`src/sv/dee_pkg.sv`:
```
`default_nettype none

package dee_pkg;

  // Parameter defaults
  localparam int FRAME_PIXEL_BITS_DEF    = 24;
  localparam int DISPARITY_FRAC_BITS_DEF = 5;

  // Fixed field widths
  localparam int DISP_W      = 16;
  localparam int MASK_W      = 8;
  localparam int THR_W       = 16;
  localparam int MAXD_W      = 10;
  localparam int SHIFT_W     = 2;
  localparam int CFG_IDX_W   = 3;
  localparam int CFG_DATA_W  = 16;
  localparam int PCT_W       = 15;
  localparam int AVG_W       = 17;
  localparam int PCT_SCALE_W = 15;

  // Largest shift that scaling applies
  localparam logic [SHIFT_W-1:0] SHIFT_TOP = 2'd2;

  // Mask byte that selects a pixel
  localparam logic [MASK_W-1:0] MASK_EVAL = 8'd255;

  // 100 in Q7.8, and the ceilings of the quotients
  localparam logic [PCT_SCALE_W-1:0] PERCENT_SCALE = 15'd25600;
  localparam logic [AVG_W-1:0]       PERCENT_MAX   = 17'd25600;
  localparam logic [AVG_W-1:0]       AVERAGE_MAX   = 17'd131071;

  // Depth of the frame summary queue
  localparam int QUEUE_DEPTH = 2;

  // Register indexes
  localparam logic [CFG_IDX_W-1:0] CFG_BAD_THRESHOLD = 3'd0;
  localparam logic [CFG_IDX_W-1:0] CFG_MAX_DISPARITY = 3'd1;
  localparam logic [CFG_IDX_W-1:0] CFG_ROUND_ENABLE  = 3'd2;
  localparam logic [CFG_IDX_W-1:0] CFG_USE_MASK      = 3'd3;
  localparam logic [CFG_IDX_W-1:0] CFG_SCALE_SHIFT   = 3'd4;

  typedef struct packed {
    logic [THR_W-1:0]   bad_threshold;
    logic [MAXD_W-1:0]  max_disparity;
    logic               round_enable;
    logic               use_mask;
    logic [SHIFT_W-1:0] scale_shift;
  } dee_cfg_t;

endpackage

`default_nettype wire

```
`src/sv/disparity_error_evaluator_unit.sv`:
```
`default_nettype none

// Channel   Handshake               Payload
// in_       in_valid / in_ready     one pixel: truth, estimate, mask, last flag
// out_      out_valid / out_ready   one frame result: counts, error sum, ratios
// cfg_      cfg_write_en            cfg_index selects the register, cfg_data
//
// The front takes one pixel per cycle unless stalled, registers it, and then updates
// the frame totals. After the last pixel of a frame the back runs five restoring
// divisions in one shared divider; a zero divisor skips the division steps.
// A two-entry queue holds frame summaries; the front stalls only when a last pixel
// meets a full queue. Reset is synchronous and clears totals, queue and sequencer.

module disparity_error_evaluator_unit #(
  parameter int FRAME_PIXEL_BITS    = dee_pkg::FRAME_PIXEL_BITS_DEF,
  parameter int DISPARITY_FRAC_BITS = dee_pkg::DISPARITY_FRAC_BITS_DEF
) (
  input  wire logic                           clk,
  input  wire logic                           rst_n,
  input  wire logic                           cfg_write_en,
  input  wire logic [dee_pkg::CFG_IDX_W-1:0]  cfg_index,
  input  wire logic [dee_pkg::CFG_DATA_W-1:0] cfg_data,
  input  wire logic                           in_valid,
  output logic                                in_ready,
  input  wire logic [dee_pkg::DISP_W-1:0]     in_truth_disparity,
  input  wire logic                           in_truth_known,
  input  wire logic [dee_pkg::DISP_W-1:0]     in_estimate_disparity,
  input  wire logic                           in_estimate_valid,
  input  wire logic [dee_pkg::MASK_W-1:0]     in_mask_value,
  input  wire logic                           in_last_pixel,
  output logic                                out_valid,
  input  wire logic                           out_ready,
  output logic [FRAME_PIXEL_BITS:0]           out_pixels_evaluated,
  output logic [FRAME_PIXEL_BITS:0]           out_bad_count,
  output logic [FRAME_PIXEL_BITS:0]           out_hole_count,
  output logic [FRAME_PIXEL_BITS+16:0]        out_error_sum,
  output logic [dee_pkg::PCT_W-1:0]           out_bad_percent,
  output logic [dee_pkg::PCT_W-1:0]           out_hole_percent,
  output logic [dee_pkg::PCT_W-1:0]           out_total_bad_percent,
  output logic [dee_pkg::AVG_W-1:0]           out_average_error,
  output logic [dee_pkg::PCT_W-1:0]           out_coverage_percent,
  output logic                                out_divide_guard
);
  import dee_pkg::*;

  localparam int SUM_PACK_W = 4 * (FRAME_PIXEL_BITS + 1) + FRAME_PIXEL_BITS + 17;

  dee_cfg_t              cfg_r;
  logic                  q_push;
  logic [SUM_PACK_W-1:0] q_wdata;
  logic                  q_full;
  logic                  q_pop;
  logic [SUM_PACK_W-1:0] q_rdata;
  logic                  q_empty;

  // Configuration registers
  always_ff @(posedge clk) begin
    if (!rst_n) begin
      cfg_r.bad_threshold <= THR_W'(32);
      cfg_r.max_disparity <= MAXD_W'(255);
      cfg_r.round_enable  <= 1'b0;
      cfg_r.use_mask      <= 1'b0;
      cfg_r.scale_shift   <= '0;
    end else if (cfg_write_en) begin
      case (cfg_index)
        CFG_BAD_THRESHOLD: cfg_r.bad_threshold <= cfg_data[THR_W-1:0];
        CFG_MAX_DISPARITY: cfg_r.max_disparity <= cfg_data[MAXD_W-1:0];
        CFG_ROUND_ENABLE:  cfg_r.round_enable  <= cfg_data[0];
        CFG_USE_MASK:      cfg_r.use_mask      <= cfg_data[0];
        CFG_SCALE_SHIFT:   cfg_r.scale_shift   <= cfg_data[SHIFT_W-1:0];
        default: begin
        end
      endcase
    end
  end

  dee_front #(
    .FRAME_PIXEL_BITS    (FRAME_PIXEL_BITS),
    .DISPARITY_FRAC_BITS (DISPARITY_FRAC_BITS)
  ) u_front (
    .clk                   (clk),
    .rst_n                 (rst_n),
    .cfg                   (cfg_r),
    .in_valid              (in_valid),
    .in_ready              (in_ready),
    .in_truth_disparity    (in_truth_disparity),
    .in_truth_known        (in_truth_known),
    .in_estimate_disparity (in_estimate_disparity),
    .in_estimate_valid     (in_estimate_valid),
    .in_mask_value         (in_mask_value),
    .in_last_pixel         (in_last_pixel),
    .q_push                (q_push),
    .q_wdata               (q_wdata),
    .q_full                (q_full)
  );

  dee_queue #(
    .WIDTH (SUM_PACK_W),
    .DEPTH (QUEUE_DEPTH)
  ) u_queue (
    .clk   (clk),
    .rst_n (rst_n),
    .push  (q_push),
    .wdata (q_wdata),
    .full  (q_full),
    .pop   (q_pop),
    .rdata (q_rdata),
    .empty (q_empty)
  );

  dee_back #(
    .FRAME_PIXEL_BITS (FRAME_PIXEL_BITS)
  ) u_back (
    .clk                   (clk),
    .rst_n                 (rst_n),
    .q_rdata               (q_rdata),
    .q_empty               (q_empty),
    .q_pop                 (q_pop),
    .out_valid             (out_valid),
    .out_ready             (out_ready),
    .out_pixels_evaluated  (out_pixels_evaluated),
    .out_bad_count         (out_bad_count),
    .out_hole_count        (out_hole_count),
    .out_error_sum         (out_error_sum),
    .out_bad_percent       (out_bad_percent),
    .out_hole_percent      (out_hole_percent),
    .out_total_bad_percent (out_total_bad_percent),
    .out_average_error     (out_average_error),
    .out_coverage_percent  (out_coverage_percent),
    .out_divide_guard      (out_divide_guard)
  );

endmodule

`default_nettype wire

```
`src/sv/dee_front.sv`:
```
`default_nettype none

module dee_front #(
  parameter int FRAME_PIXEL_BITS    = dee_pkg::FRAME_PIXEL_BITS_DEF,
  parameter int DISPARITY_FRAC_BITS = dee_pkg::DISPARITY_FRAC_BITS_DEF
) (
  input  wire logic                       clk,
  input  wire logic                       rst_n,
  input  wire dee_pkg::dee_cfg_t          cfg,
  input  wire logic                       in_valid,
  output logic                            in_ready,
  input  wire logic [dee_pkg::DISP_W-1:0] in_truth_disparity,
  input  wire logic                       in_truth_known,
  input  wire logic [dee_pkg::DISP_W-1:0] in_estimate_disparity,
  input  wire logic                       in_estimate_valid,
  input  wire logic [dee_pkg::MASK_W-1:0] in_mask_value,
  input  wire logic                       in_last_pixel,
  output logic                            q_push,
  output logic [4*(FRAME_PIXEL_BITS+1)+FRAME_PIXEL_BITS+16:0] q_wdata,
  input  wire logic                       q_full
);
  import dee_pkg::*;

  localparam int CW   = FRAME_PIXEL_BITS + 1;
  localparam int SW   = FRAME_PIXEL_BITS + 17;
  localparam int SH_W = DISP_W + 2;
  localparam int MX_W = MAXD_W + 2 + DISPARITY_FRAC_BITS;
  localparam int D_W  = ((SH_W > MX_W) ? SH_W : MX_W) + 1;

  // Classification stage
  logic [SHIFT_W-1:0] shift;
  logic [D_W-1:0]     est_sh;
  logic [D_W-1:0]     max_sh;
  logic [D_W-1:0]     clip;
  logic [D_W-1:0]     one;
  logic [D_W-1:0]     rounded;
  logic [D_W-1:0]     est_d;
  logic [D_W-1:0]     truth_d;
  logic [D_W-1:0]     err;
  logic               eval_px;
  logic               in_fire;

  logic               s1_valid_r;
  logic               s1_last_r;
  logic               s1_eval_r;
  logic               s1_good_r;
  logic               s1_hole_r;
  logic [D_W-1:0]     s1_err_r;
  logic               s1_fire;

  // Accumulators
  logic [CW-1:0]      ft_r, ft_nxt;
  logic [CW-1:0]      n_r, n_nxt;
  logic [CW-1:0]      bad_r, bad_nxt;
  logic [CW-1:0]      hole_r, hole_nxt;
  logic [SW-1:0]      sum_r, sum_nxt;
  logic [SW:0]        sum_wide;
  logic               is_bad;

  // Scale, clip, round and take the absolute error
  always_comb begin
    shift   = (cfg.scale_shift > SHIFT_TOP) ? SHIFT_TOP : cfg.scale_shift;
    est_sh  = D_W'(in_estimate_disparity) << shift;
    max_sh  = (D_W'(cfg.max_disparity) << shift) << DISPARITY_FRAC_BITS;
    clip    = (est_sh > max_sh) ? max_sh : est_sh;
    one     = D_W'(1) << DISPARITY_FRAC_BITS;
    rounded = (clip + (one >> 1)) & ~(one - D_W'(1));
    est_d   = cfg.round_enable ? rounded : clip;
    truth_d = D_W'(in_truth_disparity);
    err     = (est_d > truth_d) ? (est_d - truth_d) : (truth_d - est_d);
    eval_px = in_truth_known && !(cfg.use_mask && (in_mask_value != MASK_EVAL));
  end

  assign in_fire  = in_valid && in_ready;
  assign s1_fire  = s1_valid_r && !(s1_last_r && q_full);
  assign in_ready = !s1_valid_r || s1_fire;

  // Hold the classified pixel
  always_ff @(posedge clk) begin
    if (!rst_n) begin
      s1_valid_r <= 1'b0;
    end else if (in_fire) begin
      s1_valid_r <= 1'b1;
    end else if (s1_fire) begin
      s1_valid_r <= 1'b0;
    end
  end

  always_ff @(posedge clk) begin
    if (in_fire) begin
      s1_last_r <= in_last_pixel;
      s1_eval_r <= eval_px;
      s1_good_r <= eval_px && in_estimate_valid;
      s1_hole_r <= eval_px && !in_estimate_valid;
      s1_err_r  <= err;
    end
  end

  // Saturating updates of the frame totals
  always_comb begin
    is_bad   = s1_err_r > D_W'(cfg.bad_threshold);
    ft_nxt   = (&ft_r) ? ft_r : ft_r + CW'(1);
    n_nxt    = (s1_eval_r && !(&n_r)) ? n_r + CW'(1) : n_r;
    hole_nxt = (s1_hole_r && !(&hole_r)) ? hole_r + CW'(1) : hole_r;
    bad_nxt  = (s1_good_r && is_bad && !(&bad_r)) ? bad_r + CW'(1) : bad_r;
    sum_wide = {1'b0, sum_r} + (SW+1)'(s1_err_r);
    if (!s1_good_r) begin
      sum_nxt = sum_r;
    end else if (sum_wide[SW]) begin
      sum_nxt = '1;
    end else begin
      sum_nxt = sum_wide[SW-1:0];
    end
  end

  // Advance the totals, clear them after the last pixel of a frame
  always_ff @(posedge clk) begin
    if (!rst_n) begin
      ft_r   <= '0;
      n_r    <= '0;
      bad_r  <= '0;
      hole_r <= '0;
      sum_r  <= '0;
    end else if (s1_fire) begin
      if (s1_last_r) begin
        ft_r   <= '0;
        n_r    <= '0;
        bad_r  <= '0;
        hole_r <= '0;
        sum_r  <= '0;
      end else begin
        ft_r   <= ft_nxt;
        n_r    <= n_nxt;
        bad_r  <= bad_nxt;
        hole_r <= hole_nxt;
        sum_r  <= sum_nxt;
      end
    end
  end

  // Send the frame summary to the back part
  assign q_push  = s1_fire && s1_last_r;
  assign q_wdata = {ft_nxt, n_nxt, bad_nxt, hole_nxt, sum_nxt};

  a_hole_le_eval: assert property (@(posedge clk) disable iff (!rst_n)
    (hole_r <= n_r) && (bad_r <= n_r))
    else $error("hole or bad total exceeds evaluated total");

  a_clear_after_last: assert property (@(posedge clk) disable iff (!rst_n)
    (s1_fire && s1_last_r) |=> (ft_r == '0) && (n_r == '0) && (sum_r == '0))
    else $error("totals not cleared after frame end");

endmodule

`default_nettype wire

```
`src/sv/dee_queue.sv`:
```
`default_nettype none

module dee_queue #(
  parameter int WIDTH = 8,
  parameter int DEPTH = dee_pkg::QUEUE_DEPTH
) (
  input  wire logic             clk,
  input  wire logic             rst_n,
  input  wire logic             push,
  input  wire logic [WIDTH-1:0] wdata,
  output logic                  full,
  input  wire logic             pop,
  output logic [WIDTH-1:0]      rdata,
  output logic                  empty
);
  localparam int PW = (DEPTH > 1) ? $clog2(DEPTH) : 1;
  localparam int CNTW = $clog2(DEPTH + 1);

  logic [WIDTH-1:0] mem_r [DEPTH];
  logic [PW-1:0]    wr_ptr_r;
  logic [PW-1:0]    rd_ptr_r;
  logic [CNTW-1:0]  count_r;
  logic             do_push;
  logic             do_pop;

  assign full    = (count_r == CNTW'(DEPTH));
  assign empty   = (count_r == '0);
  assign do_push = push && !full;
  assign do_pop  = pop && !empty;
  assign rdata   = mem_r[rd_ptr_r];

  // Advance pointers and occupancy
  always_ff @(posedge clk) begin
    if (!rst_n) begin
      wr_ptr_r <= '0;
      rd_ptr_r <= '0;
      count_r  <= '0;
    end else begin
      if (do_push) begin
        wr_ptr_r <= (wr_ptr_r == PW'(DEPTH - 1)) ? '0 : wr_ptr_r + PW'(1);
      end
      if (do_pop) begin
        rd_ptr_r <= (rd_ptr_r == PW'(DEPTH - 1)) ? '0 : rd_ptr_r + PW'(1);
      end
      if (do_push && !do_pop) begin
        count_r <= count_r + CNTW'(1);
      end else if (do_pop && !do_push) begin
        count_r <= count_r - CNTW'(1);
      end
    end
  end

  // Store the entry
  always_ff @(posedge clk) begin
    if (do_push) begin
      mem_r[wr_ptr_r] <= wdata;
    end
  end

endmodule

`default_nettype wire

```
`src/sv/dee_back.sv`:
```
`default_nettype none

module dee_back #(
  parameter int FRAME_PIXEL_BITS = dee_pkg::FRAME_PIXEL_BITS_DEF
) (
  input  wire logic                        clk,
  input  wire logic                        rst_n,
  input  wire logic [4*(FRAME_PIXEL_BITS+1)+FRAME_PIXEL_BITS+16:0] q_rdata,
  input  wire logic                        q_empty,
  output logic                             q_pop,
  output logic                             out_valid,
  input  wire logic                        out_ready,
  output logic [FRAME_PIXEL_BITS:0]        out_pixels_evaluated,
  output logic [FRAME_PIXEL_BITS:0]        out_bad_count,
  output logic [FRAME_PIXEL_BITS:0]        out_hole_count,
  output logic [FRAME_PIXEL_BITS+16:0]     out_error_sum,
  output logic [dee_pkg::PCT_W-1:0]        out_bad_percent,
  output logic [dee_pkg::PCT_W-1:0]        out_hole_percent,
  output logic [dee_pkg::PCT_W-1:0]        out_total_bad_percent,
  output logic [dee_pkg::AVG_W-1:0]        out_average_error,
  output logic [dee_pkg::PCT_W-1:0]        out_coverage_percent,
  output logic                             out_divide_guard
);
  import dee_pkg::*;

  localparam int CW    = FRAME_PIXEL_BITS + 1;
  localparam int SW    = FRAME_PIXEL_BITS + 17;
  localparam int NUM_W = SW;
  localparam int PRD_W = CW + PCT_SCALE_W;
  localparam int CNT_W = $clog2(NUM_W + 1);
  localparam int N_DIV = 5;

  // Sequencer states
  localparam logic [2:0] B_IDLE  = 3'd0;
  localparam logic [2:0] B_LOAD  = 3'd1;
  localparam logic [2:0] B_DIV   = 3'd2;
  localparam logic [2:0] B_STORE = 3'd3;
  localparam logic [2:0] B_DONE  = 3'd4;

  // Quotient slots
  localparam logic [2:0] IX_BAD  = 3'd0;
  localparam logic [2:0] IX_HOLE = 3'd1;
  localparam logic [2:0] IX_BOTH = 3'd2;
  localparam logic [2:0] IX_AVG  = 3'd3;
  localparam logic [2:0] IX_COV  = 3'd4;

  logic [CW-1:0]    h_ft, h_n, h_bad, h_hole;
  logic [SW-1:0]    h_sum;

  logic [2:0]       state_r, state_nxt;
  logic [2:0]       idx_r, idx_nxt;
  logic [CNT_W-1:0] cnt_r, cnt_nxt;
  logic             guard_r, guard_nxt;

  logic [CW-1:0]    both_r;
  logic [CW-1:0]    nv_r;
  logic [CW-1:0]    den_r;
  logic [CW-1:0]    rem_r;
  logic [NUM_W-1:0] num_r;
  logic [AVG_W-1:0] res_r [N_DIV];

  logic [CW:0]      both_wide;
  logic [CW-1:0]    cnt_sel;
  logic [CW-1:0]    den_sel;
  logic [PRD_W-1:0] prod;
  logic [NUM_W-1:0] num_sel;
  logic [CW:0]      trial;
  logic             trial_ge;
  logic [CW:0]      trial_diff;
  logic [AVG_W-1:0] limit;
  logic [AVG_W-1:0] res_sat;
  logic             out_load;
  logic             out_valid_r;

  assign {h_ft, h_n, h_bad, h_hole, h_sum} = q_rdata;
  assign both_wide = {1'b0, h_bad} + {1'b0, h_hole};

  // Pick numerator and divisor of the current quotient
  always_comb begin
    case (idx_r)
      IX_BAD:  begin cnt_sel = h_bad;  den_sel = h_n;  end
      IX_HOLE: begin cnt_sel = h_hole; den_sel = h_n;  end
      IX_BOTH: begin cnt_sel = both_r; den_sel = h_n;  end
      IX_AVG:  begin cnt_sel = h_n;    den_sel = nv_r; end
      IX_COV:  begin cnt_sel = h_n;    den_sel = h_ft; end
      default: begin cnt_sel = h_n;    den_sel = h_ft; end
    endcase
    prod    = PRD_W'(cnt_sel) * PRD_W'(PERCENT_SCALE);
    num_sel = (idx_r == IX_AVG) ? h_sum : NUM_W'(prod);
  end

  // One restoring step per cycle, quotient bits shift in behind the dividend; results clip to their ceiling
  always_comb begin
    trial      = {rem_r, num_r[NUM_W-1]};
    trial_ge   = trial >= {1'b0, den_r};
    trial_diff = trial - {1'b0, den_r};
    limit      = (idx_r == IX_AVG) ? AVERAGE_MAX : PERCENT_MAX;
    res_sat    = (num_r > NUM_W'(limit)) ? limit : num_r[AVG_W-1:0];
  end

  assign out_load = (state_r == B_DONE) && (!out_valid_r || out_ready);
  assign q_pop    = out_load;

  // Sequence the five divisions of a frame
  always_comb begin
    state_nxt = state_r;
    idx_nxt   = idx_r;
    cnt_nxt   = cnt_r;
    guard_nxt = guard_r;
    case (state_r)
      B_IDLE: begin
        if (!q_empty) begin
          idx_nxt   = IX_BAD;
          guard_nxt = 1'b0;
          state_nxt = B_LOAD;
        end
      end
      B_LOAD: begin
        if (den_sel == '0) begin
          guard_nxt = 1'b1;
          state_nxt = B_STORE;
        end else begin
          cnt_nxt   = CNT_W'(NUM_W);
          state_nxt = B_DIV;
        end
      end
      B_DIV: begin
        cnt_nxt = cnt_r - CNT_W'(1);
        if (cnt_r == CNT_W'(1)) begin
          state_nxt = B_STORE;
        end
      end
      B_STORE: begin
        if (idx_r == IX_COV) begin
          state_nxt = B_DONE;
        end else begin
          idx_nxt   = idx_r + 3'd1;
          state_nxt = B_LOAD;
        end
      end
      B_DONE: begin
        if (out_load) begin
          state_nxt = B_IDLE;
        end
      end
      default: begin
        state_nxt = B_IDLE;
      end
    endcase
  end

  always_ff @(posedge clk) begin
    if (!rst_n) begin
      state_r <= B_IDLE;
      idx_r   <= IX_BAD;
      cnt_r   <= '0;
      guard_r <= 1'b0;
    end else begin
      state_r <= state_nxt;
      idx_r   <= idx_nxt;
      cnt_r   <= cnt_nxt;
      guard_r <= guard_nxt;
    end
  end

  // Datapath of the shared divider
  always_ff @(posedge clk) begin
    case (state_r)
      B_IDLE: begin
        both_r <= (both_wide > {1'b0, h_n}) ? h_n : both_wide[CW-1:0];
        nv_r   <= h_n - h_hole;
      end
      B_LOAD: begin
        den_r <= den_sel;
        rem_r <= '0;
        num_r <= (den_sel == '0) ? '0 : num_sel;
      end
      B_DIV: begin
        rem_r <= trial_ge ? trial_diff[CW-1:0] : trial[CW-1:0];
        num_r <= {num_r[NUM_W-2:0], trial_ge};
      end
      B_STORE: begin
        res_r[idx_r] <= res_sat;
      end
      default: begin
      end
    endcase
  end

  // Output register
  always_ff @(posedge clk) begin
    if (!rst_n) begin
      out_valid_r <= 1'b0;
    end else if (out_load) begin
      out_valid_r <= 1'b1;
    end else if (out_ready) begin
      out_valid_r <= 1'b0;
    end
  end

  always_ff @(posedge clk) begin
    if (out_load) begin
      out_pixels_evaluated  <= h_n;
      out_bad_count         <= h_bad;
      out_hole_count        <= h_hole;
      out_error_sum         <= h_sum;
      out_bad_percent       <= res_r[IX_BAD][PCT_W-1:0];
      out_hole_percent      <= res_r[IX_HOLE][PCT_W-1:0];
      out_total_bad_percent <= res_r[IX_BOTH][PCT_W-1:0];
      out_average_error     <= res_r[IX_AVG];
      out_coverage_percent  <= res_r[IX_COV][PCT_W-1:0];
      out_divide_guard      <= guard_r;
    end
  end

  assign out_valid = out_valid_r;

  a_div_nonzero: assert property (@(posedge clk) disable iff (!rst_n)
    (state_r == B_DIV) |-> (den_r != '0))
    else $error("division started with zero divisor");

  a_guard_empty: assert property (@(posedge clk) disable iff (!rst_n)
    (out_valid_r && (out_pixels_evaluated == '0)) |-> out_divide_guard)
    else $error("empty frame without divide guard");

  a_pct_bound: assert property (@(posedge clk) disable iff (!rst_n)
    out_valid_r |-> (out_bad_percent <= PCT_W'(PERCENT_MAX))
                 && (out_total_bad_percent <= PCT_W'(PERCENT_MAX))
                 && (out_coverage_percent <= PCT_W'(PERCENT_MAX)))
    else $error("percentage above ceiling");

endmodule

`default_nettype wire

```
`config.mk`:
```
export PLATFORM = sky130hd
export DESIGN_NAME = disparity_error_evaluator_unit
export DESIGN_NICKNAME = d
export VERILOG_FILES = /design/src/sv/dee_pkg.sv /design/src/sv/disparity_error_evaluator_unit.sv /design/src/sv/dee_front.sv /design/src/sv/dee_queue.sv /design/src/sv/dee_back.sv
export SDC_FILE = /design/constraint.sdc
export NUM_CORES = 2
export LEC_CHECK = 0
export ABC_AREA = 1
export ABC_CLOCK_PERIOD_IN_PS = 13350
export BUFFER_PORTS_ARGS = -buffer_cell sky130_fd_sc_hd__buf_2
export CAP_MARGIN = 25
export CORE_MARGIN = 2
export CORE_UTILIZATION = 50
export CTS_CLUSTER_DIAMETER = 150
export DETAILED_ROUTE_END_ITERATION = 10
export PLACE_DENSITY = 0.7
export RECOVER_POWER = 50
export SKIP_LAST_GASP = 1
export SLEW_MARGIN = 20
export SYNTH_ARGS = -nofsm -noshare
export SYNTH_HDL_FRONTEND = slang
export SYNTH_SLANG_ARGS = --single-unit
```
`constraint.sdc`:
```
create_clock -name clk -period 13.35 [get_ports clk]
set_input_delay 2.67 -clock clk [delete_from_list [all_inputs] [get_ports clk]]
set_output_delay 2.67 -clock clk [all_outputs]
set_load 0.005 [all_outputs]
```
==> impl_metrics.json <==
{
  "vias": 36680,
  "syn2layout_area_growth_pct": 12.1,
  "fin_crit_ns": 9.53,
  "syn-num-nets": 5423,
  "slew-limit-headroom": -1.68,
  "htree_levels": 3,
  "violations": "capacitance limit, slew limit",
  "cp-start-kind": "flip-flop",
  "fillers": 8236,
  "layout.nets": 5650,
  "yosys_warnings": 0,
  "synth_area_per_cell_um2": 9.48,
  "drv_cap": 12,
  "ctsHoldBuffers": 0,
  "cts_tree": "yes",
  "crit_type": "reg -> reg",
  "skew_ns": 0.0246,
  "vias_per_cell": 5.54,
  "synth_top_area_frac": 0.450,
  "leakage_nw": 21.4,
  "whs_ns": 0.416,
  "ant_nets": 0,
  "ios": 263,
  "synth_ff_type": "edfxtp_1",
  "numCtsBuffers": 93,
  "clkLatencyLatePin_ns": 0.67,
  "syn_area_mm2": 0.0478,
  "synth_top_area_cell": "edfxtp_1",
  "final_core_util": 0.565,
  "synthArstFlopShare": 0,
  "core.rowCount": 113,
  "powerDensity_mw_per_mm2": 159,
  "ys_ff_latch": 908,
  "yosysSeqAreaShare": 0.530,
  "ir_drop_uv": 118,
  "yosysMostFrequentCell": "nand2_1",
  "grt_first_pass_wirelength_um": 198000,
  "wl_per_cell_um": 19.6,
  "period_share": 0.714,
  "start_util": 0.504,
  "dr_wl_met3_um": 10300,
  "grt_pass1_vias": 34725,
  "netlist_top_cells_count": "1,240 x nand2_1, 717 x edfxtp_1, 510 x inv_1, 398 x a21oi_1, 286 x ha_1",
  "root_buffer": "clkbuf_16",
  "finalSetupViolCount": 0,
  "coreArea_mm2": 0.0949,
  "grt_start_max_net_pins": 96,
  "io_buffer_count": 262,
  "antenna_cells": 0,
  "synthCells": 5044,
  "hold_viol": 0,
  "wl_met2_um": 59900,
  "cts_setup_buffers": 0,
  "drtPass1Iterations": 6,
  "ctsLongestPathBuffers": 3,
  "top_layer": "met5",
  "fp.dieW_um": 313,
  "crit_arrival_ns": 9.99,
  "gp_congestion": 0.934,
  "max_freq_mhz": 105,
  "dp_hpwl_um": 94700,
  "clk_pin_slew_ns": 0.07,
  "status": "complete, but fails checks",
  "clock-sinks": 908,
  "tightest_slew_ns": 4.02,
  "antenna_found_initial": 5,
  "ys_types": 64,
  "drc_errors": 0,
  "gr-total-overflow": 0,
  "wirelength_um": 130000,
  "rrSetupSlack_ns": 3.82,
  "drt_iter0_markers": 3624,
  "wl_met1_um": 55500,
  "crit_path_end_kind": "flip-flop",
  "hold_class": "reg -> reg",
  "drive_gt1_frac": 0.108,
  "die_h_um": 313,
  "final_cells": 6615,
  "grt_usage": 0.260,
  "dieArea_mm2": 0.0981,
  "placedCellCount": 6438,
  "slew_viol_final": 532,
  "cp.required_ns": 13.81,
  "synth_edf_count": 717,
  "synthTopCellsByArea": "edfxtp_1 45%, nand2_1 9.7%, dfxtp_1 8.0%",
  "fin_setup_tns_ns": 0,
  "cts_resized": 0,
  "cp_max_fo": 50,
  "grt_setup_unrepaired": "no"
}
## per-stage QoR
step	area (um2)	setup slack, ns	total power (W)
6_report	53600	3.82	0.00851
5_1_grt	53600	2.92	0.00897
4_1_cts	53600	6.08	0.00852
3_5_place_dp	50400	5.41	0.00579
2_1_floorplan	47800	0.717	0.00520
3_3_place_gp	50300	5.52	0.00574
## power by group
| part | internal (W) | total (W) | switching (W) |
|---|---|---|---|
| clock | 0.00160 | 0.00274 | 0.00113 |
| combinational | 0.000754 | 0.00221 | 0.00145 |
| sequential | 0.00344 | 0.00357 | 0.000129 |
| total | 0.00580 | 0.00851 | 0.00271 |
## registers in the layout, indices dropped and copies added (netlist names), 17 cells and up, named ones only
signal,flops
u_back.both_r,25
u_back.out_pixels_evaluated,25
out_average_error,17
u_back.res_r,77
u_back.out_hole_count,25
u_back.out_bad_count,25
u_front.ft_r,25
cfg_r,30
u_front.bad_r,25
u_front.s1_err_r,19
u_back.rem_r,25
u_queue.mem_r,282
u_back.den_r,25
u_front.sum_r,41
u_front.hole_r,25
u_back.nv_r,25
u_back.num_r,41
u_front.n_r,25
u_back.out_error_sum,41
## final timing paths
| check | startpoint | end | cells after the start |
|---|---|---|---|
| max | flip-flop | u_back.both_r[16] | 25 |
| min | u_back.res_r[0][12] | out_bad_percent[12] | 0 |
| max reg2reg | flip-flop | u_back.both_r[16] | 25 |
| min reg2reg | u_back.res_r[0][12] | out_bad_percent[12] | 0 |
## layer usage
layer | up-vias | track usage
li1 | 17696 | -
met1 | 17547 | 0.352
met2 | 1227 | 0.424
met3 | 206 | 0.0503
met4 | 4 | 0.0792
met5 | - | 0
## worst max-delay path, stage by stage (launching register included)
cell and delay, ns:
dfxtp_1 1.64, clkinvlp_2 1.80, buf_4 0.70, or2_2 0.34, o21ai_0 0.17, inv_1 0.28, ha_1 0.44, nand3_1 0.09
nand2_1 0.14, nand2_1 0.07, o211ai_1 0.18, a21oi_1 0.17, o21ai_0 0.48, nand3_1 0.13, nand2_1 0.13, a21oi_1 0.10
o21ai_0 0.24, xor2_1 0.14, ha_1 0.29, nand2_1 0.07, nor3_1 0.21, nor3b_1 0.26, o21ai_0 0.13, nand3_1 0.11
nand2_2 0.50, o21ai_0 0.45
## final cells by class
class	instances	area (um2)	area share
flip-flops and latches	908	25400	0.473
multi-input cells	3443	19800	0.369
clock buffers	121	2610	0.0487
inverters	520	1960	0.0366
repair buffers	305	1670	0.0311
well taps	1265	1580	0.0295
clock inverters	53	627	0.0117
## logic make-up (layout without fill, tap and decap cells)
logic type                 after synthesis  in the layout  synth area share
xor gates and xnor gates               233            233            0.0427
and+or+nand+nor                       1972           1972             0.176
AOI/OAI and AO/OA                      916            916             0.107
DFF                                    908            908             0.530
buffers and inverters                  693            999            0.0559
other                                    1              1         0.0000785
adders and majority gates              312            312            0.0858
muxes                                    9              9           0.00188
## cells in the final DEF, fill, tap and decap left out, drive strengths merged, types with 9 or more instances in the layout
cell / netlist / final
nand2: 1256 / 1256
edfxtp: 717 / 717
inv: 517 / 526
a21oi: 399 / 399
o21ai: 315 / 315
buf: 29 / 290
ha: 286 / 286
nor2: 235 / 235
dfxtp: 191 / 191
nand3: 180 / 180
xor2: 164 / 164
clkbuf: 144 / 136
or2: 89 / 89
nor3: 82 / 82
xnor2: 69 / 69
nand4: 62 / 62
o211ai: 57 / 57
nor4: 37 / 37
clkinv: 3 / 28
fa: 26 / 26
o21a: 20 / 20
o22ai: 20 / 20
and2: 17 / 17
a221oi: 13 / 13
o21bai: 12 / 12
a31oi: 12 / 12
bufinv: 0 / 11
a21boi: 10 / 10
a211oi: 9 / 9
mux2i: 9 / 9
No activity file was read; power rests on OpenSTA's default activity.
